File: config.mk
export PLATFORM = sky130hd
export DESIGN_NAME = tcg_emit
export DESIGN_NICKNAME = d
export VERILOG_FILES = /design/src/rtl/core/tcg_pkg.sv /design/src/rtl/core/tcg_emit.sv
export SDC_FILE = /design/constraint.sdc
export NUM_CORES = 1
export LEC_CHECK = 0
export ABC_CLOCK_PERIOD_IN_PS = 3250
export BUFFER_PORTS_ARGS = -buffer_cell sky130_fd_sc_hd__buf_2
export CORE_UTILIZATION = 46
export CTS_BUF_LIST = sky130_fd_sc_hd__clkbuf_2
export DETAILED_ROUTE_END_ITERATION = 8
export GPL_ROUTABILITY_DRIVEN = 0
export GPL_TIMING_DRIVEN = 0
export PLACE_DENSITY = 0.86
export RECOVER_POWER = 25
export SLEW_MARGIN = 20
export SYNTH_ARGS = -nofsm -noshare
export SYNTH_HDL_FRONTEND = slang
export SYNTH_SLANG_ARGS = --single-unit
export TNS_END_PERCENT = 10
File: constraint.sdc
create_clock -name clk -period 3.25 [get_ports clk]
set_input_delay 0.1625 -clock clk [delete_from_list [all_inputs] [get_ports clk]]
set_output_delay 0.1625 -clock clk [all_outputs]
set_load 0.02 [all_outputs]
File: src/rtl/core/tcg_pkg.sv
`timescale 1ns / 1ps

package tcg_pkg;

    // geometry and store sizes
    localparam int DEF_MAX_GLYPH_WIDTH = 16;
    localparam int DEF_FONT_BYTES      = 16384;
    localparam int MAX_GLYPH_HEIGHT    = 32;
    localparam int PALETTE_ENTRIES     = 16;

    localparam int GW_W    = 5;   // glyph width register
    localparam int GH_W    = 6;   // glyph height register
    localparam int FADDR_W = 14;  // font byte address field
    localparam int COLOR_W = 24;
    localparam int PIX_X_W = 12;
    localparam int PIX_Y_W = 11;

    // command field codes
    typedef enum logic [1:0] {
        CMD_RENDER = 2'd0,
        CMD_FONT   = 2'd1,
        CMD_PAL    = 2'd2
    } cmd_t;

    // configuration register indexes
    typedef enum logic {
        CFG_GLYPH_WIDTH  = 1'b0,
        CFG_GLYPH_HEIGHT = 1'b1
    } cfg_idx_t;

    // what an item does once it reaches the stores
    typedef enum logic [1:0] {
        KIND_RENDER = 2'd0,
        KIND_FONT   = 2'd1,
        KIND_PAL    = 2'd2
    } kind_t;

    // standard ega sixteen colours, palette reset value
    localparam logic [COLOR_W-1:0] EGA_COLORS [PALETTE_ENTRIES] = '{
        24'h000000, 24'hAA0000, 24'h00AA00, 24'hAAAA00,
        24'h0000AA, 24'hAA00AA, 24'h00AAAA, 24'hAAAAAA,
        24'h555555, 24'hFF5555, 24'h55FF55, 24'hFFFF55,
        24'h5555FF, 24'hFF55FF, 24'h55FFFF, 24'hFFFFFF
    };

    // item leaving the address stage towards the stores
    typedef struct packed {
        kind_t                kind;
        logic [GW_W-1:0]      w;
        logic [FADDR_W-1:0]   addr0;
        logic [FADDR_W-1:0]   addr1;
        logic [PIX_X_W-1:0]   x_base;
        logic [PIX_Y_W-1:0]   y;
        logic [3:0]           fg_index;
        logic [3:0]           bg_index;
        logic [7:0]           font_byte;
        logic [3:0]           pal_index;
        logic [COLOR_W-1:0]   pal_color;
    } tcg_op_t;

    // scan line ready for the pixel sequencer
    typedef struct packed {
        logic [GW_W-1:0]      w;
        logic [PIX_X_W-1:0]   x_base;
        logic [PIX_Y_W-1:0]   y;
        logic [15:0]          glyph;
        logic [COLOR_W-1:0]   fg_color;
        logic [COLOR_W-1:0]   bg_color;
    } tcg_pix_t;

endpackage

File: src/rtl/core/tcg_emit.sv
`timescale 1ns / 1ps

module tcg_emit
    import tcg_pkg::*;
#(
    parameter int MAX_GLYPH_WIDTH = DEF_MAX_GLYPH_WIDTH
)
(
    input  logic                clk,
    input  logic                rst_n,
    input  logic                pix_valid,
    input  tcg_pix_t            pix,
    output logic                pix_take,
    output logic                out_valid,
    input  logic                out_stall,
    output logic [PIX_X_W-1:0]  pixel_x,
    output logic [PIX_Y_W-1:0]  pixel_y,
    output logic [COLOR_W-1:0]  pixel_color,
    output logic                last_pixel
);

    localparam int CW = $clog2(MAX_GLYPH_WIDTH);

    logic [CW-1:0]      cnt_reg;
    logic [CW-1:0]      cnt_next;
    logic               out_valid_reg;
    logic [PIX_X_W-1:0] x_reg;
    logic [PIX_Y_W-1:0] y_reg;
    logic [COLOR_W-1:0] color_reg;
    logic               last_reg;

    logic               out_free;
    logic               fire;
    logic               last;
    logic               bit_set;
    logic [3:0]         bit_idx;

    assign out_free = !out_valid_reg || !out_stall;
    assign fire     = pix_valid && out_free;
    assign last     = (GW_W'(cnt_reg) == (pix.w - GW_W'(1)));
    assign pix_take = fire && last;
    assign bit_idx  = 4'd15 - 4'(cnt_reg);
    assign bit_set  = pix.glyph[bit_idx];
    assign cnt_next = last ? '0 : cnt_reg + CW'(1);

    always_ff @(posedge clk or negedge rst_n)
    begin
        if (!rst_n)
        begin
            out_valid_reg <= 1'b0;
            cnt_reg       <= '0;
        end
        else
        begin
            if (out_free)
                out_valid_reg <= pix_valid;
            if (fire)
                cnt_reg <= cnt_next;
        end
    end

    always_ff @(posedge clk)
    begin
        if (fire)
        begin
            x_reg     <= pix.x_base + PIX_X_W'(cnt_reg);
            y_reg     <= pix.y;
            color_reg <= bit_set ? pix.fg_color : pix.bg_color;
            last_reg  <= last;
        end
    end

    assign out_valid   = out_valid_reg;
    assign pixel_x     = x_reg;
    assign pixel_y     = y_reg;
    assign pixel_color = color_reg;
    assign last_pixel  = last_reg;

endmodule

; ---- After elaboration in Yosys (flattened, before gate mapping)
; Cells that the tools add are included.
[totals]
word_cells = 21
ff_bits = 53
input_bits = 96
[classes]
eq_ne = 1
n_lt_le_gt_ge = 1
n_reduce_logical = 5
n_addsub = 4
n_mux = 4
[op_table]
columns = operator, n
row1 = $mux W24, 1
row2 = $add A12 B4 Y12, 1
row3 = $eq A4 B5 Y1, 1
row4 = $lt A4 B5 Y1 const B, 1
row5 = $sub A5 B1 Y5 const B, 1
row6 = $add A4 B1 Y4 const B, 1
row7 = $bmux W1 S4, 1
row8 = $mux W4, 1
row9 = $sub A4 B4 Y4 const A, 1
row10 = $logic_and A1 B1 Y1, 2
row11 = $logic_not A1 Y1, 2
row12 = $logic_or A1 B1 Y1, 1
row13 = $mux W1, 1

; ---- Longest topological paths before layout
; Gate-level depths: netlist of the first run.
[depth]
depth_word = 4
mapped_depth = 8
mapped_depth_nobuf = 8

; ---- Worst setup path before layout of the first run
; OpenSTA, ideal clock, no wires.
[synth_path]
path_type = register to register
startpoint = register cnt_reg[0]
endpoint = register color_reg[10], in the netlist pixel_color[10], data pin
stages_incl_launch_ff = 7
setup_time_ps = 260
required_time_ps = 2990
slack_ps = 1009
synth_period_minus_slack_ps = 2241
arrival_ps = 1980
path_cell_list = dfrtp_1 -> buf_6 -> mux4_2 -> mux2_4 -> o21ai_4 -> buf_12 -> mux2_4
[synth_between]
elab_chain_cells = 4
[synth_rtl]
columns = element, line
row1 = from (decl), tcg_emit.sv:24  ; logic [CW-1:0] cnt_reg;
row2 = from (signal assigned), tcg_emit.sv:58  ; cnt_reg <= cnt_next;
row3 = $sub A4 B4 Y4, tcg_emit.sv:42  ; assign bit_idx = 4'd15 - 4'(cnt_reg);
row4 = $bmux W1 S4, tcg_emit.sv:43  ; assign bit_set = pix.glyph[bit_idx];
row5 = $mux W1 (implied by the code), tcg_emit.sv:43
row6 = $mux W24, tcg_emit.sv:68  ; color_reg <= bit_set ? pix.fg_color : pix.bg_color;
row7 = to (signal assigned), tcg_emit.sv:68
row8 = to (decl), tcg_emit.sv:29  ; logic [COLOR_W-1:0] color_reg;
; No other way between the ends. The select of a mux whose other input is x is not followed.
; A chain may end at the register's enable or synchronous reset.

; ---- Worst setup path in the final report of the first run
[layout_path]
startpoint = register cnt_reg[0]
endpoint = register color_reg[15], in the netlist pixel_color[15], data pin
; The elaborated chain is that of the path after synthesis.

==> summary.txt, run 1 <==
Outcome
  – Status: complete, no violations

Route
  – ANT nets after route: 0
  – Drc violations: 0
  – Via count: 2071
  – Vias per cell: 4.85
  – DRT iter0 DRCs: 75
  – 1st-pass router iterations: 6
  – WL/cell: 14.8 um
  – Final WL: 6.34 mm

Clocking
  – Clock transition at the registers of the reported paths: 0.25 ns
  – Max Root-Sink Buffers: 2
  – CTS tree: done
  – CTS Buf Count: 5
  – Root buffer cell: clkbuf_2
  – CTS H-Tree Depth: 2
  – Clock Latency Late Sink: 0.41 ns
  – Post-CTS Repair Setup Buffers: 0
  – Clock Sink Count: 53

Pwr
  – Maximum VDD drop: 0.504 mV
  – Leak: 1.74 nW
  – PwrDens: 652 nW/um2

Die
  – Die area: 5910 um2
  – Initial core utilization: 49.2%
  – Die X: 76.9 um
  – # rows: 26
  – I/O pin count: 146
  – Core area: 5240 um2
  – Die H: 76.9 um

Cells and area
  – Max reg flops: 24
  – Layout cell share with drive strength beyond 1: 45.7%
  – Final #Nets: 459
  – Area Growth Syn to Fin: 50.8%
  – Non-Filler Instances: 427
  – Final Cell Area: 3890 um2
  – Diode count: 0

Worst setup path
  – Critical path data arrival time: 3.15 ns
  – CP required: 3.46 ns
  – WS Path Type: reg2reg
  – Crit. End Element: flip-flop
  – CP Max Fanout: 10
  – CP Launch Type: flip-flop

Yosys
  – Synth area leaders: edfxtp_1 56%, mux2_4 12%, dfrtp_1 4.9%
  – Avg Cell Area, Syn: 16.4 um2
  – Post-synth EDFFs: 48
  – Cell with the most instances after synthesis: edfxtp_1
  – Number of synthesis warnings: 0
  – Post-synthesis sequential area ratio: 60.7%
  – Post-synth top cells: 48 x edfxtp_1, 21 x mux2_4, 12 x xnor2_1
  – Primary FF master, synth: edfxtp_1
  – Synthesized flop and latch total: 53
  – Syn Inst Count: 157
  – Synth unique cells: 31
  – Most area-hungry cell type in the Yosys netlist: edfxtp_1
  – Yosys top cell area share: 55.9%
  – FFs w/ async S/R, synth: 9.43%
  – Synth Cell Area: 2580 um2
  – Post-Syn Nets: 260

Global routing
  – Number of antenna violations at the first check in global routing: 0
  – Largest net degree at the start of global routing: 36
  – Tot GR Track Use: 20.5%
  – First-pass GRT wire length: 9.23 mm
  – Vias in the first global route: 2077
  – GR Overflow Total: 0

STA
  – Fin crit share: 90.4%
  – Clock Skew: 0.0129 ns
  – Worst relative slew slack: 74.5%
  – Peak Freq: 0.340 GHz
  – Worst-margin pin slew: 0.382 ns
  – # setup viols final: 0
  – Fin. Hold Viols: 0
  – Min Tclk post-route: 2.94 ns
  – Setup TNS: 0 ns
  – Unrepaired setup endpoints after global routing: no
  – Final Max Slew Viols: 0

Worst hold path
  – Hold Crit Class: in2reg

Place
  – Placed Cells: 373
  – # port buffers: 145
  – DP Area: 3410 um2
  – DP Wirelength: 4.26 mm

Run
  – Max Cap Viol: 0
## per-layer routing
| layer | vias up | share of wire, % | wire length (um) | track usage (%) |
|---|---|---|---|---|
| li1 | 985 | - | - | - |
| met1 | 958 | 35 | 2240 | 21.2 |
| met2 | 117 | 55 | 3460 | 39.5 |
| met3 | 11 | 8.3 | 524 | 5.83 |
| met4 | 0 | 1.9 | 121 | 6.15 |
| met5 | - | 0 | 0 | 0 |
## path summary, 6_finish.rpt
| kind | startpoint | endpoint | slack [ns] | cells after the start |
|---|---|---|---|---|
| min in group asynchronous | rst_n | out_valid$_DFFE_PN0N_ | 0.10 | 2 |
| setup reg to reg | cnt_reg[0]$_DFFE_PN0P_ | pixel_color[15]$_DFFE_PP_ | 0.31 | 7 |
| hold / removal | pix[86] | pixel_x[11]$_DFFE_PP_ | 0.01 | 2 |
| hold reg to reg | cnt_reg[0]$_DFFE_PN0P_ | pixel_x[0]$_DFFE_PP_ | 0.67 | 1 |
| max in group asynchronous | rst_n | cnt_reg[1]$_DFFE_PN0P_ | 2.93 | 2 |
| setup / recovery | cnt_reg[0]$_DFFE_PN0P_ | pixel_color[15]$_DFFE_PP_ | 0.31 | 7 |
## cell usage in the layout, fill, tap and decap left out, types with 2 or more instances in the layout
cell and n:
xnor2_1 12, mux2_2 4, dfrtp_1 5, ha_1 6
and3_1 2, buf_12 3, a21o_1 2, clkbuf_2 6
dlygate4sd3_1 46, inv_1 8, nand2_1 5, mux2_4 21
mux4_2 2, o21ai_0 5, nor2_1 3, nand2b_1 5
edfxtp_1 48, mux4_1 2, nand3_1 6, xor2_1 5
clkbuf_1 24, buf_2 122
## cells by family after synthesis
group	Yosys count	share of synthesized area, %
and+or+nand+nor	26	5.24
xor gates and xnor gates	17	5.77
AOI/OAI and AO/OA	11	2.96
buffers and inverters	13	3.44
muxes	30	18.1
adders and majority gates	7	3.69
DFF	53	60.7
## area by class of cell
class	count	area, um2
clock inverters	2	13.8
flip-flops and latches	53	1570
inverters	9	33.8
well taps	70	87.6
repair buffers	192	1180
clock buffers	6	30.0
multi-input cells	91	923
plain buffers	4	55.1
fillers	357	1350
## per-stage QoR
stage          power (W)  utilization, %  hold slack [ns]  worst slack [ns]
6_report         0.00254            74.2           0.0135             0.311
5_1_grt          0.00267            74.2          0.00106             0.211
4_1_cts          0.00250            71.3          0.00159             0.326
3_5_place_dp     0.00219            65.1          -0.0138             0.861
3_3_place_gp     0.00214            64.8          -0.0182             0.766
2_1_floorplan    0.00190               -           -0.133              1.01
## power by group
| part | total, W | leakage, nW | switching [W] | internal [W] |
|---|---|---|---|---|
| Sequential | 0.000989 | 0.517 | 0.0000632 | 0.000926 |
| Combinational | 0.00129 | 1.19 | 0.000574 | 0.000717 |
| Clock | 0.000254 | 0.0334 | 0.000196 | 0.0000585 |
| Total | 0.00254 | 1.74 | 0.000833 | 0.00170 |
## timing repair
item / in CTS / in global routing
hold endpoints to repair: 26 / 13
hold buffers: 28 / 18
resized for setup: 0 / 0
## worst max-delay path: stages, from the launching register on
cell and delay, ns:
dfrtp_1 0.44, buf_6 0.16, mux4_2 0.49, mux2_4 0.29, o21ai_4 0.30, buf_12 0.20, mux2_4 0.30, dlygate4sd3_1 0.56
(Power assumes the default switching activity.)
==> inputs of run 2 (changes only) <==
--- a/config.mk
+++ b/config.mk
@@ -8,7 +8,7 @@
 export ABC_CLOCK_PERIOD_IN_PS = 3250
 export BUFFER_PORTS_ARGS = -buffer_cell sky130_fd_sc_hd__buf_2
 export CORE_UTILIZATION = 46
-export CTS_BUF_LIST = sky130_fd_sc_hd__clkbuf_2
+export CTS_BUF_LIST = sky130_fd_sc_hd__clkbuf_4
 export DETAILED_ROUTE_END_ITERATION = 8
 export GPL_ROUTABILITY_DRIVEN = 0
 export GPL_TIMING_DRIVEN = 0
==> run 2 against run 1 <==
Compared with the run above: combinational power decreased by 9%; clock skew is essentially flat; highest routed layer unchanged; global-route usage down 1.4 points; maximum frequency up 23%; routed wire length down 15%; worst setup slack gained 0.55 ns; register-to-register slack improved by 0.55 ns; sequential power hardly changed; clock power is 13% higher; die area unchanged; sequential share of layout area is 3.5 points higher.
==> summary.txt, run 2 (synthesized netlist as in run 1, its figures left out) <==
Outcome
  – Status: complete, no violations

Cells and area
  – Final Cell Area: 3570 um2
  – Commonest non-fill, non-tap cells in the layout: 123 x buf_2, 48 x edfxtp_1, 23 x clkbuf_1
  – Diode count: 0
  – Layout cell share with drive strength beyond 1: 50.6%
  – Fillers: 397
  – Post-layout util: 68.2%
  – Area Growth Syn to Fin: 38.6%
  – Most common cell after layout, fill and taps aside: buf_2
  – Final #Nets: 426
  – FF+latch area: 1570 um2
  – Max reg flops: 24
  – Multi-input logic area: 923 um2

Worst setup path
  – CP Launch Type: flip-flop
  – Largest delay share family, worst path: multiplexers
  – WS Path Type: reg2reg
  – Critical path data arrival time: 2.51 ns
  – CP Max Fanout: 10
  – CP required: 3.37 ns
  – Cells along the critical path: buf_6 -> mux4_2 -> mux2_4 -> o21ai_4 -> buf_12 -> mux2_4
  – Buf+Inv Stages, Crit Path: 2
  – CP max-delay cell: mux4_2
  – Crit. End Element: flip-flop
  – Most used cell, CP: mux2_4
  – Critical Path Max Stage Delay: 0.49 ns

STA
  – Peak Freq: 0.419 GHz
  – Unrepaired setup endpoints after global routing: no
  – Worst-margin pin slew: 0.377 ns
  – Fin crit share: 73.4%
  – Min Tclk post-route: 2.39 ns
  – # setup viols final: 0
  – Fin. Hold Viols: 0
  – Final Max Slew Viols: 0
  – Hold Worst Slack: 0.0417 ns
  – Setup TNS: 0 ns
  – Worst relative slew slack: 74.8%
  – Clock Skew: 0.0132 ns
  – Final worst setup slack: 0.863 ns

Clocking
  – Clock Latency Late Sink: 0.36 ns
  – Root buffer cell: clkbuf_4
  – Max Root-Sink Buffers: 2
  – CTS tree: done
  – CTS Buf Count: 5
  – CTS H-Tree Depth: 2
  – Post-cts resize count: 0
  – Clock Sink Count: 53
  – Post-CTS Repair Setup Buffers: 0
  – Clock transition at the registers of the reported paths: 0.15 ns

Global routing
  – Vias in the first global route: 1963
  – Tot GR Track Use: 19.1%
  – GR Overflow Total: 0
  – Largest net degree at the start of global routing: 36
  – Number of antenna violations at the first check in global routing: 0
  – First-pass GRT wire length: 8.67 mm

Place
  – Pre-CTS setup slack: 0.861 ns
  – DP Wirelength: 4.26 mm
  – DP Area: 3410 um2
  – # port buffers: 145

Route
  – Final WL: 5.38 mm
  – DRT iter0 DRCs: 44
  – Drc violations: 0
  – Via count: 1893
  – WL/cell: 13.7 um
  – 1st-pass router iterations: 4
  – Vias per cell: 4.80
  – ANT nets after route: 0

Pwr
  – Switching power: 0.000797 W
  – Pint: 0.00165 W
  – Maximum VDD drop: 0.515 mV
  – Leak: 1.61 nW
  – Share of power burned in registers: 40.5%
  – PwrDens: 684 nW/um2
  – Power share of the combinational group: 47.7%
  – Switching part of the total: 32.6%
  – Clock power frac: 11.8%

Die
  – # rows: 26
  – Initial core utilization: 49.2%
  – Die H: 76.9 um
  – Core area: 5240 um2
  – Die area: 5910 um2
  – I/O pin count: 146
  – Die X: 76.9 um

Run
  – Max Cap Viol: 0

Worst hold path
  – Hold Crit Class: in2reg
run 2: tightest hold or removal path, cell delays in order:
cell	delay [ns]
buf_2	0.09
nand2_1	0.06
nand2b_1	0.07
run 2: metrics by stage:
step,cells,power [W]
floorplan,157,0.00190
global placement,372,0.00214
detailed placement,373,0.00219
CTS,394,0.00248
global route,394,0.00258
finish,394,0.00244
run 2: final cells by class:
class	count	area share (%)
Sequential cell	53	43.8
Multi-Input combinational cell	91	25.8
Timing Repair Buffer	159	23.7
Tap cell	70	2.45
Buffer	4	1.54
Clock buffer	6	1.26
Inverter	9	0.945
Clock inverter	2	0.385
run 2: timing repair:
| item | 4_1_cts | 5_1_grt |
|---|---|---|
| hold buffers | 13 | 0 |
| setup endpoints to repair | 0 | 0 |
| hold endpoints to repair | 17 | 0 |
run 2: worst paths after layout:
path	startpoint	end	slack, ns	cells past startpoint
setup / recovery	cnt_reg[0]$_DFFE_PN0P_	pixel_color[8]$_DFFE_PP_	0.86	6
hold / removal	out_stall	out_valid$_DFFE_PN0N_	0.04	3
setup reg to reg	cnt_reg[0]$_DFFE_PN0P_	pixel_color[8]$_DFFE_PP_	0.86	6
hold reg to reg	out_valid$_DFFE_PN0N_	out_valid$_DFFE_PN0N_	0.54	2
max in group asynchronous	rst_n	cnt_reg[1]$_DFFE_PN0P_	2.85	2
min in group asynchronous	rst_n	out_valid$_DFFE_PN0N_	0.18	2
run 2: per-layer routing:
layer  global-route usage [%]  up-vias  wire [um]
met2                     37.1       96       2920
met4                     5.96        0         57
met1                     20.1      876       2060
met3                     4.29        5        346
li1                         -      916          -
met5                        0        -          0
run 2: power groups by stage:
| stage | Sequential, W | Clock [W] | Combinational [W] |
|---|---|---|---|
| floorplan | 0.00113 | 0 | 0.000778 |
| global placement | 0.00100 | 0 | 0.00114 |
| detailed placement | 0.00101 | 0 | 0.00118 |
| CTS | 0.000989 | 0.000299 | 0.00119 |
| global route | 0.00101 | 0.000321 | 0.00125 |
| finish | 0.000989 | 0.000288 | 0.00117 |
==> inputs of run 3 (changes only) <==
--- a/config.mk
+++ b/config.mk
@@ -5,14 +5,14 @@
 export SDC_FILE = /design/constraint.sdc
 export NUM_CORES = 1
 export LEC_CHECK = 0
-export ABC_CLOCK_PERIOD_IN_PS = 3250
+export ABC_CLOCK_PERIOD_IN_PS = 2120
 export BUFFER_PORTS_ARGS = -buffer_cell sky130_fd_sc_hd__buf_2
-export CORE_UTILIZATION = 46
+export CORE_UTILIZATION = 41
 export CTS_BUF_LIST = sky130_fd_sc_hd__clkbuf_4
 export DETAILED_ROUTE_END_ITERATION = 8
 export GPL_ROUTABILITY_DRIVEN = 0
 export GPL_TIMING_DRIVEN = 0
-export PLACE_DENSITY = 0.86
+export PLACE_DENSITY = 0.81
 export RECOVER_POWER = 25
 export SLEW_MARGIN = 20
 export SYNTH_ARGS = -nofsm -noshare
==> constraint.sdc (replaced) <==
create_clock -name clk -period 2.12 [get_ports clk]
set_input_delay 0.106 -clock clk [delete_from_list [all_inputs] [get_ports clk]]
set_output_delay 0.106 -clock clk [all_outputs]
set_load 0.02 [all_outputs]
==> run 3 against run 2 <==
Compared with the run above: the flow now finishes with violations (setup timing); sequential share of layout area down 1.1 points; cell area up 2.6%; critical path depth unchanged; first-iteration DRC count fell by 34%; critical path type unchanged; largest cell class unchanged; largest power group unchanged; highest routed layer unchanged.
==> summary.txt, run 3 (synthesized netlist as in run 1, its figures left out) <==
STA
  – Fin. Hold Viols: 0
  – Peak Freq: 0.435 GHz
  – Worst-margin pin slew: 0.419 ns
  – Min Tclk post-route: 2.30 ns
  – Unrepaired setup endpoints after global routing: yes
  – Final worst setup slack: -0.177 ns
  – Final Max Slew Viols: 0
  – Clock Skew: 0.00520 ns
  – # setup viols final: 24
  – Worst relative slew slack: 72.0%
  – Fin crit share: 108%
  – Hold Worst Slack: 0.0330 ns

Worst setup path
  – Crit. End Element: flip-flop
  – Buf+Inv Stages, Crit Path: 2
  – R2R Setup Slk: -0.18 ns
  – Critical path data arrival time: 2.43 ns
  – CP required: 2.25 ns
  – WP depth: 6
  – Critical Path Max Stage Delay: 0.49 ns
  – CP max-delay cell: mux4_2
  – Largest delay share family, worst path: multiplexers
  – Worst flop-to-flop path startpoint: cnt_reg[0]$_DFFE_PN0P_
  – WS Path Type: reg2reg
  – R2R cell count: 6
  – CP Launch Type: flip-flop
  – Crit Reg-Reg Endpoint: pixel_color[21]$_DFFE_PP_
  – CP Max Fanout: 10
  – Most used cell, CP: mux2_4
  – Cells along the critical path: buf_6 -> mux4_2 -> mux2_4 -> o21ai_4 -> buf_12 -> mux2_4

Cells and area
  – Final #Nets: 432
  – Max reg flops: 24
  – Commonest non-fill, non-tap cells in the layout: 126 x buf_2, 48 x edfxtp_1, 25 x mux2_4
  – Final Cell Area: 3660 um2
  – Diode count: 0
  – Area Growth Syn to Fin: 42.1%
  – Post-layout util: 61.2%
  – Most common cell after layout, fill and taps aside: buf_2
  – Layout cell share with drive strength beyond 1: 51.5%

Place
  – DP Wirelength: 4.42 mm
  – Pre-CTS setup slack: -0.288 ns
  – # port buffers: 145
  – DP Area: 3420 um2

Route
  – Via count: 1949
  – DRT iter0 DRCs: 29
  – Drc violations: 0
  – Final WL: 5.72 mm
  – WL/cell: 14.1 um
  – ANT nets after route: 0
  – 1st-pass router iterations: 3
  – Vias per cell: 4.81

Global routing
  – Tot GR Track Use: 17.1%
  – First-pass GRT wire length: 8.36 mm
  – GR Overflow Total: 0
  – Vias in the first global route: 1909
  – Number of antenna violations at the first check in global routing: 0
  – Largest net degree at the start of global routing: 35

Clocking
  – CTS H-Tree Depth: 2
  – Clock Latency Late Sink: 0.36 ns
  – Clock Sink Count: 53
  – Root buffer cell: clkbuf_4
  – CTS tree: done
  – Max Root-Sink Buffers: 2
  – CTS Buf Count: 5
  – Clock transition at the registers of the reported paths: 0.15 ns

Worst hold path
  – Cells on Worst Hold Path: 2
  – Hold_sp: pix[23]
  – Hold path endpoint: pixel_color[23]$_DFFE_PP_
  – Hold Crit Class: in2reg

Run
  – Max Cap Viol: 0

Pwr
  – Leak: 1.66 nW
  – Maximum VDD drop: 0.649 mV
  – Final Power: 0.00385 W
  – PwrDens: 1050 nW/um2

Outcome
  – Violated checks: setup timing
  – Status: complete, but fails checks

Die
  – Core area: 5990 um2
  – Die H: 81.3 um
  – Die X: 81.3 um
  – # rows: 28
  – Die area: 6610 um2
  – Initial core utilization: 43.0%
  – I/O pin count: 146
-- run 3: cell count changes in the layout (fill, tap and decap cells not counted), sizes merged --
cell,change
buf,+5
dlygate4sd3,+5
clkbuf,-5
clkinvlp,+1
-- run 3: layout make-up --
type | instances | area [um2]
Inverter | 9 | 33.8
Multi-Input combinational cell | 91 | 938
Sequential cell | 53 | 1570
Clock inverter | 3 | 21.3
Tap cell | 75 | 93.8
Timing Repair Buffer | 166 | 921
Fill cell | 483 | 2330
Buffer | 3 | 51.3
Clock buffer | 5 | 37.5
-- run 3: worst max path at each step --
stage                                 from                   endpoint
global placement     out_valid$_DFFE_PN0N_     cnt_reg[2]$_DFFE_PN0P_
CTS                 cnt_reg[0]$_DFFE_PN0P_  pixel_color[21]$_DFFE_PP_
floorplan           cnt_reg[0]$_DFFE_PN0P_  pixel_color[10]$_DFFE_PP_
global route        cnt_reg[0]$_DFFE_PN0P_   pixel_color[8]$_DFFE_PP_
finish              cnt_reg[0]$_DFFE_PN0P_  pixel_color[21]$_DFFE_PP_
detailed placement  cnt_reg[2]$_DFFE_PN0P_  pixel_color[21]$_DFFE_PP_
-- run 3: where the power goes --
| part | total [W] | switching, W | internal [W] |
|---|---|---|---|
| clock network | 0.000451 | 0.000318 | 0.000132 |
| registers | 0.00155 | 0.000126 | 0.00142 |
| logic | 0.00185 | 0.000832 | 0.00102 |
-- run 3: stage by stage --
step	std cells	TNS, ns
floorplan	157	-2.48
global route	405	-5.37
finish	405	-3.86
global placement	377	-17.27
detailed placement	378	-6.09
CTS	401	-5.10
-- run 3: timing repair --
item,4_1_cts,5_1_grt
buffers inserted,2,0
endpoints found under the setup margin,24,25
gates resized for setup,5,1
hold buffers,14,4
endpoints found under the hold margin,17,3
pin swaps,1,1
-- run 3: layer usage --
layer	global-route usage [%]	routed length [um]
met5	0	0
met4	5.71	69
met3	3.37	381
met2	33.2	3150
met1	18.2	2120
