$ cat config.mk
export PLATFORM = sky130hd
export DESIGN_NAME = tcg_geom
export DESIGN_NICKNAME = d
export VERILOG_FILES = /design/src/rtl/core/tcg_pkg.sv /design/src/rtl/core/tcg_geom.sv
export SDC_FILE = /design/constraint.sdc
export NUM_CORES = 1
export LEC_CHECK = 0
export ABC_CLOCK_PERIOD_IN_PS = 5280
export BUFFER_PORTS_ARGS = -buffer_cell sky130_fd_sc_hd__buf_4
export CORE_ASPECT_RATIO = 1.25
export CORE_UTILIZATION = 27
export DETAILED_ROUTE_END_ITERATION = 7
export GPL_TIMING_DRIVEN = 0
export SLEW_MARGIN = 30
export SYNTH_ARGS = -nofsm -noshare
export SYNTH_HDL_FRONTEND = slang
export SYNTH_SLANG_ARGS = --single-unit
$ cat constraint.sdc
create_clock -name clk -period 5.28 [get_ports clk]
set_clock_uncertainty 0.15 [all_clocks]
set_input_delay 1.056 -clock clk [delete_from_list [all_inputs] [get_ports clk]]
set_output_delay 1.056 -clock clk [all_outputs]
set_load 0.01 [all_outputs]
$ cat src/rtl/core/tcg_pkg.sv
`timescale 1ns / 1ps

package tcg_pkg;

    // geometry and store sizes
    localparam int DEF_MAX_GLYPH_WIDTH = 16;
    localparam int DEF_FONT_BYTES      = 16384;
    localparam int MAX_GLYPH_HEIGHT    = 32;
    localparam int PALETTE_ENTRIES     = 16;

    localparam int GW_W    = 5;   // glyph width register
    localparam int GH_W    = 6;   // glyph height register
    localparam int FADDR_W = 14;  // font byte address field
    localparam int COLOR_W = 24;
    localparam int PIX_X_W = 12;
    localparam int PIX_Y_W = 11;

    // command field codes
    typedef enum logic [1:0] {
        CMD_RENDER = 2'd0,
        CMD_FONT   = 2'd1,
        CMD_PAL    = 2'd2
    } cmd_t;

    // configuration register indexes
    typedef enum logic {
        CFG_GLYPH_WIDTH  = 1'b0,
        CFG_GLYPH_HEIGHT = 1'b1
    } cfg_idx_t;

    // what an item does once it reaches the stores
    typedef enum logic [1:0] {
        KIND_RENDER = 2'd0,
        KIND_FONT   = 2'd1,
        KIND_PAL    = 2'd2
    } kind_t;

    // standard ega sixteen colours, palette reset value
    localparam logic [COLOR_W-1:0] EGA_COLORS [PALETTE_ENTRIES] = '{
        24'h000000, 24'hAA0000, 24'h00AA00, 24'hAAAA00,
        24'h0000AA, 24'hAA00AA, 24'h00AAAA, 24'hAAAAAA,
        24'h555555, 24'hFF5555, 24'h55FF55, 24'hFFFF55,
        24'h5555FF, 24'hFF55FF, 24'h55FFFF, 24'hFFFFFF
    };

    // item leaving the address stage towards the stores
    typedef struct packed {
        kind_t                kind;
        logic [GW_W-1:0]      w;
        logic [FADDR_W-1:0]   addr0;
        logic [FADDR_W-1:0]   addr1;
        logic [PIX_X_W-1:0]   x_base;
        logic [PIX_Y_W-1:0]   y;
        logic [3:0]           fg_index;
        logic [3:0]           bg_index;
        logic [7:0]           font_byte;
        logic [3:0]           pal_index;
        logic [COLOR_W-1:0]   pal_color;
    } tcg_op_t;

    // scan line ready for the pixel sequencer
    typedef struct packed {
        logic [GW_W-1:0]      w;
        logic [PIX_X_W-1:0]   x_base;
        logic [PIX_Y_W-1:0]   y;
        logic [15:0]          glyph;
        logic [COLOR_W-1:0]   fg_color;
        logic [COLOR_W-1:0]   bg_color;
    } tcg_pix_t;

endpackage

$ cat src/rtl/core/tcg_geom.sv
`timescale 1ns / 1ps

module tcg_geom
    import tcg_pkg::*;
#(
    parameter int MAX_GLYPH_WIDTH = DEF_MAX_GLYPH_WIDTH,
    parameter int FONT_BYTES      = DEF_FONT_BYTES
)
(
    input  logic               clk,
    input  logic               rst_n,
    input  logic               in_valid,
    output logic               in_stall,
    input  logic [1:0]         command,
    input  logic [5:0]         cell_row,
    input  logic [7:0]         cell_col,
    input  logic [4:0]         scan_line,
    input  logic [7:0]         char_code,
    input  logic [3:0]         fg_index,
    input  logic [3:0]         bg_index,
    input  logic [13:0]        font_addr,
    input  logic [7:0]         font_byte,
    input  logic [3:0]         palette_index,
    input  logic [23:0]        palette_color,
    input  logic [GW_W-1:0]    glyph_w,
    input  logic [GH_W-1:0]    glyph_h,
    output logic               op_valid,
    output tcg_op_t            op,
    input  logic               op_ready
);

    localparam logic [GW_W-1:0] W_MAX = GW_W'(MAX_GLYPH_WIDTH);
    localparam logic [GH_W-1:0] H_MAX = GH_W'(MAX_GLYPH_HEIGHT);
    localparam logic [17:0]     FB1   = 18'(FONT_BYTES);
    localparam logic [17:0]     FB2   = 18'(2 * FONT_BYTES);
    localparam logic [17:0]     FB4   = 18'(4 * FONT_BYTES);

    // address below eight times the store size, reduced by restoring steps
    function automatic logic [FADDR_W-1:0] font_wrap(input logic [17:0] v);
        logic [17:0] r;
        r = v;
        if (r >= FB4)
            r = r - FB4;
        if (r >= FB2)
            r = r - FB2;
        if (r >= FB1)
            r = r - FB1;
        return r[FADDR_W-1:0];
    endfunction

    logic [GW_W-1:0]    w_clamp;
    logic [GH_W-1:0]    h_clamp;
    logic               keep;
    kind_t              kind_in;

    // stage one registers
    logic               v1_reg;
    kind_t              kind1_reg;
    logic [GW_W-1:0]    w1_reg;
    logic               wide1_reg;
    logic [13:0]        chh1_reg;
    logic [11:0]        rowh1_reg;
    logic [12:0]        colw1_reg;
    logic [4:0]         line1_reg;
    logic [3:0]         fg1_reg;
    logic [3:0]         bg1_reg;
    logic [13:0]        faddr1_reg;
    logic [7:0]         fbyte1_reg;
    logic [3:0]         pidx1_reg;
    logic [23:0]        pcol1_reg;

    // stage two registers
    logic               v2_reg;
    tcg_op_t            op_reg;
    tcg_op_t            op_next;

    logic               rdy1;
    logic               rdy2;
    logic [13:0]        row_sum;
    logic [13:0]        base;
    logic [11:0]        y_sum;

    always_comb
    begin
        w_clamp = (glyph_w > W_MAX) ? W_MAX : glyph_w;
        h_clamp = (glyph_h > H_MAX) ? H_MAX : glyph_h;
        case (command)
            CMD_RENDER:
            begin
                kind_in = KIND_RENDER;
                keep    = (w_clamp != '0) && (h_clamp != '0) &&
                          ({1'b0, scan_line} < h_clamp);
            end
            CMD_FONT:
            begin
                kind_in = KIND_FONT;
                keep    = (15'(font_addr) < 15'(FONT_BYTES));
            end
            CMD_PAL:
            begin
                kind_in = KIND_PAL;
                keep    = 1'b1;
            end
            default:
            begin
                kind_in = KIND_RENDER;
                keep    = 1'b0;
            end
        endcase
    end

    assign rdy2     = !v2_reg || op_ready;
    assign rdy1     = !v1_reg || rdy2;
    assign in_stall = !rdy1;

    always_ff @(posedge clk or negedge rst_n)
    begin
        if (!rst_n)
        begin
            v1_reg <= 1'b0;
            v2_reg <= 1'b0;
        end
        else
        begin
            if (rdy1)
                v1_reg <= in_valid && keep;
            if (rdy2)
                v2_reg <= v1_reg;
        end
    end

    // stage one: the three products
    always_ff @(posedge clk)
    begin
        if (rdy1)
        begin
            kind1_reg  <= kind_in;
            w1_reg     <= w_clamp;
            wide1_reg  <= (w_clamp > GW_W'(8));
            chh1_reg   <= 14'(char_code) * 14'(h_clamp);
            rowh1_reg  <= 12'(cell_row) * 12'(h_clamp);
            colw1_reg  <= 13'(cell_col) * 13'(w_clamp);
            line1_reg  <= scan_line;
            fg1_reg    <= fg_index;
            bg1_reg    <= bg_index;
            faddr1_reg <= font_addr;
            fbyte1_reg <= font_byte;
            pidx1_reg  <= palette_index;
            pcol1_reg  <= palette_color;
        end
    end

    // stage two: glyph row address and screen y
    always_comb
    begin
        row_sum = chh1_reg + 14'(line1_reg);
        base    = wide1_reg ? {row_sum[12:0], 1'b0} : row_sum;
        y_sum   = rowh1_reg + 12'(line1_reg);

        op_next.kind      = kind1_reg;
        op_next.w         = w1_reg;
        op_next.addr0     = (kind1_reg == KIND_FONT) ? faddr1_reg : font_wrap(18'(base));
        op_next.addr1     = font_wrap(18'(base) + 18'd1);
        op_next.x_base    = colw1_reg[PIX_X_W-1:0];
        op_next.y         = y_sum[PIX_Y_W-1:0];
        op_next.fg_index  = fg1_reg;
        op_next.bg_index  = bg1_reg;
        op_next.font_byte = fbyte1_reg;
        op_next.pal_index = pidx1_reg;
        op_next.pal_color = pcol1_reg;
    end

    always_ff @(posedge clk)
    begin
        if (rdy2)
            op_reg <= op_next;
    end

    assign op_valid = v2_reg;
    assign op       = op_reg;

endmodule

# Yosys cells after proc, flatten, opt, wreduce, memory -nomap -nowiden
# Cells that the tools add are included.
# word_totals
ff_bits,212
in_bits,102
output_inout_bits,104
wordCells,66
# classes
addsub,6
mul,3
n_lt_le_gt_ge,7
eq_ne,3
mux,9
reduce_logical,12
# ops
op,count
$mux W14,3
$mux W18,2
$ge A18 B15 Y1 const B,1
$ge A18 B16 Y1 const B,1
$sub A15 B17 Y18 const B,1
$sub A18 B16 Y18 const B,1
$ge A15 B17 Y1 const B,1
$add A14 B1 Y15 const B,1
$add A14 B5 Y14,1
$mul A8 B6 Y14,1
$sub A14 B1 Y14 const B,1
$mul A8 B5 Y12,1
$add A11 B5 Y11,1
$mul A6 B6 Y11,1
$gt A6 B6 Y1 const B,1
$lt A5 B6 Y1,1
$mux W6,1
$reduce_bool A6 Y1,1
$gt A5 B4 Y1 const B,1
$gt A5 B5 Y1 const B,1
$mux W5,1
$reduce_bool A5 Y1,1
$eq A2 B1 Y1 const B,2
$pmux W2 S2,1
7 further kinds,12

# Logic depth before layout (Yosys ltp)
# Gate-level depths: netlist of run 1.
# depth
word_depth,9
depth_mapped,17
depth_no_buf,15

# Worst setup path after synthesis of run 1
# Ideal clock, no wire load.
# synth_timing
kind,input-to-output
startpoint,in op_ready
endpoint,out in_stall
arrival_ns,4.266
required_time_ns,4.074
setup_slack_ns,-0.192
path_stages,2
path_cell_list,nand3b_1 > inv_1
# synth_between
elab_chain_cells,3
# synth_rtl
item,line,text
"start, declared",tcg_geom.sv:29,input logic op_ready
$logic_or A1 B1 Y1,tcg_geom.sv:112,assign rdy2 = !v2_reg || op_ready;
$logic_or A1 B1 Y1,tcg_geom.sv:113,assign rdy1 = !v1_reg || rdy2;
$logic_not A1 Y1,tcg_geom.sv:114,assign in_stall = !rdy1;
"end, declared",tcg_geom.sv:13,"output logic in_stall,"
# No other way between the ends.

# Worst setup path after layout of run 1
# layout_timing
startpoint,in glyph_h[5]
endpoint,"reg chh1_reg[13], data pin"
# layout_between
elab_chain_cells,3
# layout_rtl
item,line,text
"start, declared",tcg_geom.sv:26,"input logic [GH_W-1:0] glyph_h,"
$gt A6 B6 Y1,tcg_geom.sv:86,h_clamp = (glyph_h > H_MAX) ? H_MAX : glyph_h;
$mux W6 (*),tcg_geom.sv:86,
$mul A8 B6 Y14 (*),tcg_geom.sv:140,chh1_reg <= 14'(char_code) * 14'(h_clamp);
"end signal, assigned",tcg_geom.sv:140,
"end, declared",tcg_geom.sv:61,logic [13:0] chh1_reg;
# Mark *: on every way between the ends. The rest lies on a longest branch, timed or not.
# A chain may end at the register's enable or synchronous reset.

==> results of run 1 <==
[placed cells by master (no fill, tap or decap), types with 3 or more instances in the layout]
cell type / synthesis / routed
ha_1: 80 / 80
clkinvlp_4: 0 / 4
nor2_1: 29 / 29
a31oi_1: 5 / 5
or2_2: 4 / 4
o21bai_1: 10 / 10
clkbuf_16: 0 / 23
nor3_1: 4 / 4
buf_2: 2 / 3
fa_1: 59 / 59
clkbuf_2: 1 / 4
o21ai_0: 20 / 20
nand4_1: 3 / 3
a221oi_1: 4 / 4
clkinv_1: 0 / 3
nand3_1: 16 / 16
clkbuf_4: 0 / 3
a21o_1: 10 / 10
o31ai_1: 4 / 4
xnor2_1: 41 / 41
a211oi_1: 5 / 5
edfxtp_1: 210 / 210
a21oi_1: 39 / 39
xor2_1: 13 / 13
nor2b_4: 0 / 3
clkinv_2: 0 / 6
nand2_1: 64 / 64
and2_1: 93 / 93
buf_6: 0 / 8
or3_1: 3 / 3
inv_1: 87 / 87
clkbuf_1: 20 / 18
nand2b_1: 6 / 5
buf_4: 0 / 209
nor2b_1: 15 / 11
mux2_2: 3 / 3
[routing by layer]
layer  routed length, um  part of all wire  global-route usage  vias up
li1                    -                 -                   -     3647
met1               10300              0.39               0.136     3697
met2               14300              0.54               0.222      155
met3                1320             0.050              0.0206       38
met4                 607             0.023              0.0403        0
met5                   0                 0                   0        -
[report_power, final]
group / switching, W / internal (W) / total [W]
clock: 0.000661 / 0.000806 / 0.00147
combinational: 0.000810 / 0.000685 / 0.00150
sequential: 0.000119 / 0.00226 / 0.00237
total: 0.00159 / 0.00375 / 0.00534
[path summary, 6_finish.rpt]
path                              startpoint            to  slack, ns  depth (start not counted)
worst max-delay path              glyph_h[5]  chh1_reg[13]       0.22                         17
worst min-delay path                   rst_n      op_valid       0.15                          1
worst max register to register     wide1_reg        op[79]       1.90                         10
worst min register to register  colw1_reg[6]        op[61]       0.26                          0
max in group asynchronous              rst_n        v1_reg       4.74                          1
min in group clk                colw1_reg[6]        op[61]       0.26                          0
[cells by family (layout without fill, tap and decap cells)]
group	Yosys count	in the layout
compound gates	124	124
mux	5	5
simple gates	254	254
buf+inv	113	376
fa+ha+maj	139	139
xor+xnor	55	55
flops	212	212
[per-stage QoR]
| step | hold WS [ns] | setup WS, ns | util |
|---|---|---|---|
| detailed placement | 0.255 | -0.842 | 0.330 |
| floorplan | 0.250 | -0.192 | - |
| finish | 0.152 | 0.217 | 0.347 |
| global route | 0.126 | 0.0359 | 0.347 |
| global placement | 0.250 | -1.83 | 0.326 |
| CTS | 0.121 | 0.0566 | 0.346 |
[synth_stat cells, drive strengths merged (3+ instances only)]
| library cell | n | share of area |
|---|---|---|
| a211oi | 6 | 0.0043 |
| o21bai | 11 | 0.0074 |
| nand2 | 64 | 0.020 |
| a21o | 10 | 0.0064 |
| fa | 59 | 0.10 |
| a21oi | 39 | 0.017 |
| inv | 87 | 0.028 |
| a2111oi | 3 | 0.0038 |
| mux2 | 3 | 0.0029 |
| o31ai | 4 | 0.0026 |
| nand3 | 17 | 0.0077 |
| a221oi | 5 | 0.0043 |
| xor2 | 14 | 0.011 |
| o21ai | 23 | 0.010 |
| xnor2 | 41 | 0.031 |
| or3 | 3 | 0.0016 |
| edfxtp | 210 | 0.54 |
| nand2b | 6 | 0.0032 |
| nor3 | 6 | 0.0039 |
| nor2 | 30 | 0.0098 |
| a31oi | 5 | 0.0027 |
| nor2b | 15 | 0.0080 |
| buf | 5 | 0.0018 |
| clkbuf | 21 | 0.0068 |
| nand4 | 3 | 0.0016 |
| and2 | 94 | 0.050 |
| or2 | 5 | 0.0027 |
| ha | 80 | 0.085 |
[timing repair]
item	CTS	global route
hold endpoints to repair	0	0
gates resized for setup	7	14
setup buffers	0	4
endpoints found under the setup margin	3	4
pin swaps	0	1
[final cells by class]
class | count | share of cell area
tap | 565 | 0.0473
sequential | 212 | 0.426
multi-input combinational | 577 | 0.335
timing repair buffer | 221 | 0.116
clock buffer | 26 | 0.0393
inverter | 87 | 0.0219
clock inverter | 16 | 0.00654
buffer | 26 | 0.00788
==> flow_metrics.env, run 1 <==
export IMPL_die_area_um2=44300
export IMPL_dp_cells=1684
export IMPL_firstDrtPassIters=5
export IMPL_placed_area_um2=14200
export IMPL_slowest_stage="fa_1"
export IMPL_ios=206
export IMPL_ant_nets=0
export IMPL_synth_compound_area_frac=0.0717
export IMPL_synth_fp_nets=1143
export IMPL_antenna_found_initial=0
export IMPL_synthCells=902
export IMPL_cp_data_required_time_ns=5.39
export IMPL_cts_sinks=212
export IMPL_clockBufferDepth=3
export IMPL_vdd_drop_max_mv=0.250
export IMPL_hp_class="in2async"
export IMPL_drtIter0Drc=300
export IMPL_area_growth_pct=27.2
export IMPL_min_period_over_period=0.959
export IMPL_criticalPathCategory="in2reg"
export IMPL_wl_um=26600
export IMPL_first_global_vias=7618
export IMPL_path_clk_slew_ns=0.06
export IMPL_die_w_um=189
export IMPL_gp_congestion=0.767
export IMPL_drv_cap=0
export IMPL_htreeDepth=1
export IMPL_layout_min_cycle_time_ns=5.06
export IMPL_vias=7537
export IMPL_cpPeakStageDelay_ns=0.56
export IMPL_design_area_um2=14900
export IMPL_area_sequential_um2=6360
export IMPL_critPathTopFamily="adder cells"
export IMPL_cp_common_cell="fa_1"
export IMPL_critical_path_cell_chain="buf_4 > buf_2 > nor2b_4 > clkbuf_4 > nand2_1 > fa_1 > fa_1 > fa_1 > inv_1 > ha_1 > a21o_1 > a21oi_1 > o21bai_1 > a2111oi_2 > o31ai_1 > a21oi_1 > xnor2_1"
export IMPL_synthSimpleGateAreaFrac=0.118
export IMPL_grt_overflow=0
export IMPL_crit_path_start_kind="input port"
export IMPL_final_max_slew_viol_count=0
export IMPL_core_area_um2=43000
export IMPL_hold_violations=0
export IMPL_post_drt_wl_per_cell_um=15.4
export IMPL_fmax_mhz=198
export IMPL_route_detailed_drc=0
export IMPL_vias_per_cell=4.36
export IMPL_ys_flop_type="edfxtp_1"
export IMPL_fill_cells=4274
export IMPL_synth_top_family_by_area="adder cells"
export IMPL_synth_xor_area_frac=0.0417
export IMPL_grt_first_pass_wirelength_um=41600
export IMPL_start_util=0.273
export IMPL_synth_avg_cell_area_um2=13.0
export IMPL_track_usage=0.119
export IMPL_nets=1389
export IMPL_setup_viol=0
export IMPL_max_slew_margin=0.606
export IMPL_leakagePower_nw=6.43
export IMPL_power_density_nw_per_um2=357
export IMPL_synth_mux_area_frac=0.00458
export IMPL_hpwl_um=20700
export IMPL_final_layout_size_suffix_gt1_frac=0.255
export IMPL_die_h_um=235
export IMPL_synthAdderAreaFrac=0.186
export IMPL_cts_root_buffer="clkbuf_16"
export IMPL_crit_buf_inv=4
export IMPL_async_flop_share=0.00943
export IMPL_clock_latency_ns=0.52
export IMPL_status="completed"
export IMPL_yosysWarnings=0
export IMPL_syn_area_um2=11700
export IMPL_finalPower_w=0.00534
export IMPL_multi_input_area_um2=5000
export IMPL_grt_max_degree=47
export IMPL_cts_hold_buf=0
export IMPL_cts_tree="yes"
export IMPL_cts_buffers=23
export IMPL_fin_cells=1730
export IMPL_critPathCaptureType="flip-flop"
export IMPL_yosysSeqAreaShare=0.541
export IMPL_rows=85
export IMPL_largest_register_ffs=102
export IMPL_crit_path_max_fanout=10
export IMPL_critPathArrivalTime_ns=5.18
export IMPL_netlist_cell_type_count=67
export IMPL_synth_seq_cells=212
export IMPL_rsz0062_at_grt="false"
export IMPL_setup_tns_ns=0
export IMPL_worst_pin_slew_ns=0.587
export IMPL_synth_edf_count=210
export IMPL_diodes=0
export IMPL_io_buffers=205
Note: power is estimated with default switching activity, not from simulation.
==> run 2: changes to the inputs <==
ABC_CLOCK_PERIOD_IN_PS = 5200   (was 5280)
CTS_BUF_LIST = sky130_fd_sc_hd__clkbuf_2   (was not set)
clock period = 5.2 ns   (was 5.28 ns; I/O delays follow)
==> flow_metrics.env, run 2 (same netlist as run 1, synthesis figures left out) <==
export IMPL_status="completed"
export IMPL_gp_congestion=0.786
export IMPL_final_cell_mix="edfxtp_1 (210), buf_4 (205), and2_1 (93)"
export IMPL_fill_cells=4284
export IMPL_min_period_over_period=0.964
export IMPL_critPathArrivalTime_ns=5.47
export IMPL_die_area_um2=44300
export IMPL_pre_cts_ws_ns=-0.806
export IMPL_grt_overflow=0
export IMPL_power_density_nw_per_um2=344
export IMPL_firstDrtPassIters=5
export IMPL_hpwl_um=20600
export IMPL_drtIter0Drc=343
export IMPL_htreeDepth=2
export IMPL_post_drt_wl_per_cell_um=15.0
export IMPL_track_usage=0.120
export IMPL_hold_violations=0
export IMPL_grt_first_pass_wirelength_um=42000
export IMPL_crit_path_max_fanout=10
export IMPL_fin_util=0.342
export IMPL_area_growth_pct=25.1
export IMPL_holdPathStages=1
export IMPL_layout_min_cycle_time_ns=5.01
export IMPL_leakagePower_nw=6.42
export IMPL_rsz0062_at_grt="false"
export IMPL_core_area_um2=43000
export IMPL_critPathCaptureType="flip-flop"
export IMPL_largest_register_ffs=102
export IMPL_cpPeakStageDelay_ns=0.54
export IMPL_worst_pin_slew_ns=0.716
export IMPL_critical_path_cell_chain="buf_4 > clkbuf_1 > nor2b_2 > clkbuf_2 > nand2_1 > fa_1 > fa_1 > fa_1 > inv_1 > ha_1 > a21o_1 > a21oi_1 > o21bai_1 > a2111oi_2 > o31ai_1 > a21oi_1 > xnor2_1"
export IMPL_vias_per_cell=4.31
export IMPL_vdd_drop_max_mv=0.160
export IMPL_io_buffers=205
export IMPL_fmax_mhz=199
export IMPL_final_common_cell="edfxtp_1"
export IMPL_wl_um=26600
export IMPL_crit_path_start_kind="input port"
export IMPL_die_h_um=235
export IMPL_r2r_worst_path_cells=10
export IMPL_nets=1413
export IMPL_grt_max_degree=40
export IMPL_ant_nets=0
export IMPL_cts_root_buffer="clkbuf_2"
export IMPL_start_util=0.273
export IMPL_setup_viol=0
export IMPL_cts_sinks=212
export IMPL_slowest_stage="fa_1"
export IMPL_final_max_slew_viol_count=0
export IMPL_final_layout_size_suffix_gt1_frac=0.272
export IMPL_cp_common_cell="fa_1"
export IMPL_cts_buffers=50
export IMPL_drv_cap=0
export IMPL_path_clk_slew_ns=0.12
export IMPL_hp_class="in2reg"
export IMPL_cp_data_required_time_ns=5.66
export IMPL_antenna_found_initial=3
export IMPL_cts_tree="yes"
export IMPL_worst_slack_ns=0.187
export IMPL_max_slew_margin=0.510
export IMPL_route_detailed_drc=0
export IMPL_criticalPathCategory="in2reg"
export IMPL_first_global_vias=7980
export IMPL_rows=85
export IMPL_die_w_um=189
export IMPL_vias=7652
export IMPL_ios=206
export IMPL_postCtsSetupBuffers=0
export IMPL_clockBufferDepth=3
export IMPL_clock_latency_ns=0.86
[run 2: changes by cell type in the layout (fill, tap and decap cells not counted), sizes merged]
cell	delta
clkinv	+4
clkinvlp	-4
dlygate4sd3	+1
bufinv	+2
inv	+1
buf	-3
diode	+3
clkbuf	+43
[run 2: power breakdown]
part / switching, W / internal (W) / total, W
combinational: 0.000821 / 0.000690 / 0.00151
clock: 0.000672 / 0.000469 / 0.00114
sequential: 0.000119 / 0.00228 / 0.00240
total: 0.00161 / 0.00344 / 0.00506
[run 2: worst max-delay path: cells and delay by family]
| family | cells | cell delay [ns] |
|---|---|---|
| XOR/XNOR | 1 | 0.11 |
| AO/OA/AOI/OAI | 6 | 1.26 |
| AND/OR/NAND/NOR | 2 | 0.45 |
| buffers and inverters | 4 | 0.70 |
| adder cells (fa/ha/maj) | 4 | 1.89 |
[run 2: worst paths after layout]
| path | endpoint | slack, ns | startpoint |
|---|---|---|---|
| worst max-delay path | chh1_reg[13] | 0.19 | glyph_h[5] |
| worst min-delay path | pcol1_reg[20] | 0.19 | palette_color[20] |
| worst max register to register | op[79] | 1.80 | wide1_reg |
| worst min register to register | op[59] | 0.27 | colw1_reg[4] |
| max in group asynchronous | op_valid | 4.48 | rst_n |
| min in group asynchronous | v1_reg | 0.33 | rst_n |
[run 2: layout make-up]
| class | instances | area [um2] | area share |
|---|---|---|---|
| flip-flops and latches | 212 | 6360 | 0.433 |
| multi-input cells | 577 | 4980 | 0.339 |
| repair buffers | 218 | 1720 | 0.117 |
| well taps | 565 | 707 | 0.0481 |
| clock buffers | 70 | 350 | 0.0239 |
| inverters | 87 | 327 | 0.0222 |
| clock inverters | 19 | 134 | 0.00911 |
| plain buffers | 26 | 105 | 0.00716 |
| diodes | 3 | 7.51 | 0.000511 |
[run 2: stage by stage]
stage                     hold slack [ns]  TNS (ns)  std cells  total power [W]  cell area [um2]
final                               0.189         0       1777          0.00506            14700
after floorplan                     0.250    -0.240        902          0.00336            11800
after detailed placement            0.255     -4.23       1684          0.00398            14200
after CTS                          0.0200         0       1774          0.00516            14700
after global routing               0.0669         0       1777          0.00539            14700
after global placement              0.250   -252.16       1672          0.00395            14000
[run 2: routing by layer]
layer,share of wire,wire [um],track usage,vias up
met5,0,0,0,-
met4,0.034,913,0.0560,0
met3,0.050,1330,0.0243,53
met2,0.53,14000,0.217,204
met1,0.39,10400,0.134,3672
li1,-,-,-,3723
[run 2: repair_timing]
| item | CTS | global route |
|---|---|---|
| hold endpoints to repair | 2 | 0 |
| hold buffers | 1 | 0 |
| gates resized for setup | 0 | 2 |
| setup endpoints to repair | 0 | 1 |
==> run 3: changes to the inputs <==
BUFFER_PORTS_ARGS = -buffer_cell sky130_fd_sc_hd__buf_2   (was -buffer_cell sky130_fd_sc_hd__buf_4)
==> flow_metrics.env, run 3 (same netlist as run 1, synthesis figures left out) <==
export IMPL_post_drt_wl_per_cell_um=14.7
export IMPL_grt_first_pass_wirelength_um=42100
export IMPL_crit_path_start_kind="input port"
export IMPL_setup_tns_ns=0
export IMPL_cts_tree="yes"
export IMPL_route_detailed_drc=0
export IMPL_swShare=0.329
export IMPL_ios=206
export IMPL_hpwl_um=20300
export IMPL_drv_cap=0
export IMPL_leakagePower_nw=6.25
export IMPL_met2_usage=0.216
export IMPL_final_cell_mix="edfxtp_1 (210), buf_2 (208), and2_1 (93)"
export IMPL_power_switching_w=0.00161
export IMPL_track_usage=0.121
export IMPL_setup_viol=0
export IMPL_fill_cells=4347
export IMPL_critPathArrivalTime_ns=5.39
export IMPL_criticalPathCategory="in2reg"
export IMPL_ant_nets=0
export IMPL_power_density_nw_per_um2=346
export IMPL_postCtsSetupBuffers=0
export IMPL_hold_violations=0
export IMPL_cts_root_buffer="clkbuf_2"
export IMPL_path_clk_slew_ns=0.11
export IMPL_die_h_um=235
export IMPL_min_period_over_period=0.951
export IMPL_critPathCaptureType="flip-flop"
export IMPL_finalPower_w=0.00490
export IMPL_final_common_cell="edfxtp_1"
export IMPL_nets=1414
export IMPL_largest_register_ffs=102
export IMPL_internal_power_w=0.00329
export IMPL_area_growth_pct=20.7
export IMPL_antenna_found_initial=10
export IMPL_status="completed"
export IMPL_die_area_um2=44300
export IMPL_first_global_vias=7971
export IMPL_grt_overflow=0
export IMPL_die_w_um=189
export IMPL_crit_path_max_fanout=10
export IMPL_vdd_drop_max_mv=0.152
export IMPL_htreeDepth=2
export IMPL_firstDrtPassIters=5
export IMPL_layout_min_cycle_time_ns=4.95
export IMPL_worst_pin_slew_ns=0.642
export IMPL_max_slew_margin=0.561
export IMPL_cts_buffers=52
export IMPL_p_clk_frac=0.227
export IMPL_use_met1=0.133
export IMPL_grt_busiest_layer="met2"
export IMPL_p_comb_frac=0.284
export IMPL_grt_use_met3=0.0267
export IMPL_core_area_um2=43000
export IMPL_final_layout_size_suffix_gt1_frac=0.273
export IMPL_clock_latency_ns=0.86
export IMPL_clockBufferDepth=3
export IMPL_grt_max_degree=43
export IMPL_start_util=0.273
export IMPL_pre_cts_ws_ns=-0.822
export IMPL_rsz0062_at_grt="false"
export IMPL_gp_congestion=0.778
export IMPL_design_area_um2=14200
export IMPL_fmax_mhz=202
export IMPL_cp_data_required_time_ns=5.64
export IMPL_rows=85
export IMPL_pwr_share_seq=0.489
export IMPL_hp_class="in2reg"
export IMPL_vias_per_cell=4.28
export IMPL_wl_um=26300
export IMPL_vias=7646
export IMPL_cts_sinks=212
export IMPL_final_max_slew_viol_count=0
export IMPL_io_buffers=205
export IMPL_worst_slack_ns=0.254
export IMPL_drtIter0Drc=345
export IMPL_placed_area_um2=13700
==> run 3: final timing paths <==
path	endpoint	start	cells after the start	slack (ns)
setup reg to reg	op[79]	wide1_reg	10	1.76
hold reg to reg	op[42]	fg1_reg[2]	0	0.27
min in group asynchronous	v1_reg	rst_n	2	0.34
max in group asynchronous	op_valid	rst_n	2	4.47
hold / removal	faddr1_reg[8]	font_addr[8]	1	0.20
setup / recovery	chh1_reg[13]	glyph_h[5]	17	0.25
==> run 3: layout make-up <==
class	instances	area (um2)	share of cell area
plain buffers	26	106	0.00750
inverters	87	327	0.0230
flip-flops and latches	212	6360	0.449
clock buffers	71	355	0.0251
well taps	565	707	0.0499
diodes	6	15.0	0.00106
repair buffers	217	1190	0.0841
clock inverters	24	129	0.00909
multi-input cells	577	4980	0.352
==> run 3: stage by stage <==
stage | instances | util | hold WS [ns]
final | 1785 | 0.330 | 0.197
after global routing | 1784 | 0.330 | 0.0582
after CTS | 1779 | 0.329 | 0.0471
after detailed placement | 1683 | 0.318 | 0.255
after global placement | 1672 | 0.314 | 0.250
after floorplan | 902 | - | 0.250
==> run 3: timing repair <==
item	CTS	global route
endpoints found under the hold margin	2	0
hold buffers	1	0
setup endpoints to repair	0	1
gates resized for setup	0	5
==> run 3: worst max-delay path: stages <==
cell and delay, ns:
buf_2 0.12, clkbuf_2 0.22, nor2b_2 0.32, clkbuf_2 0.30, nand2_1 0.10, fa_1 0.49, fa_1 0.52, fa_1 0.54
inv_1 0.04, ha_1 0.33, a21o_1 0.17, a21oi_1 0.23, o21bai_1 0.13, a2111oi_2 0.43, o31ai_1 0.13, a21oi_1 0.18
xnor2_1 0.10
==> run 3: layer usage <==
metal | routed length, um | share of wire | up-vias
met3 | 1280 | 0.049 | 66
met4 | 972 | 0.037 | 8
met1 | 10200 | 0.39 | 3668
met2 | 13800 | 0.52 | 180
met5 | 58 | 0.0022 | -
li1 | - | - | 3724
==> run 3: power by group through the flow <==
stage	clock, W	sequential (W)	combinational [W]
after floorplan	0	0.00254	0.000821
after global placement	0	0.00245	0.00137
after detailed placement	0	0.00244	0.00140
after CTS	0.00119	0.00240	0.00141
after global routing	0.00126	0.00243	0.00155
final	0.00111	0.00239	0.00139
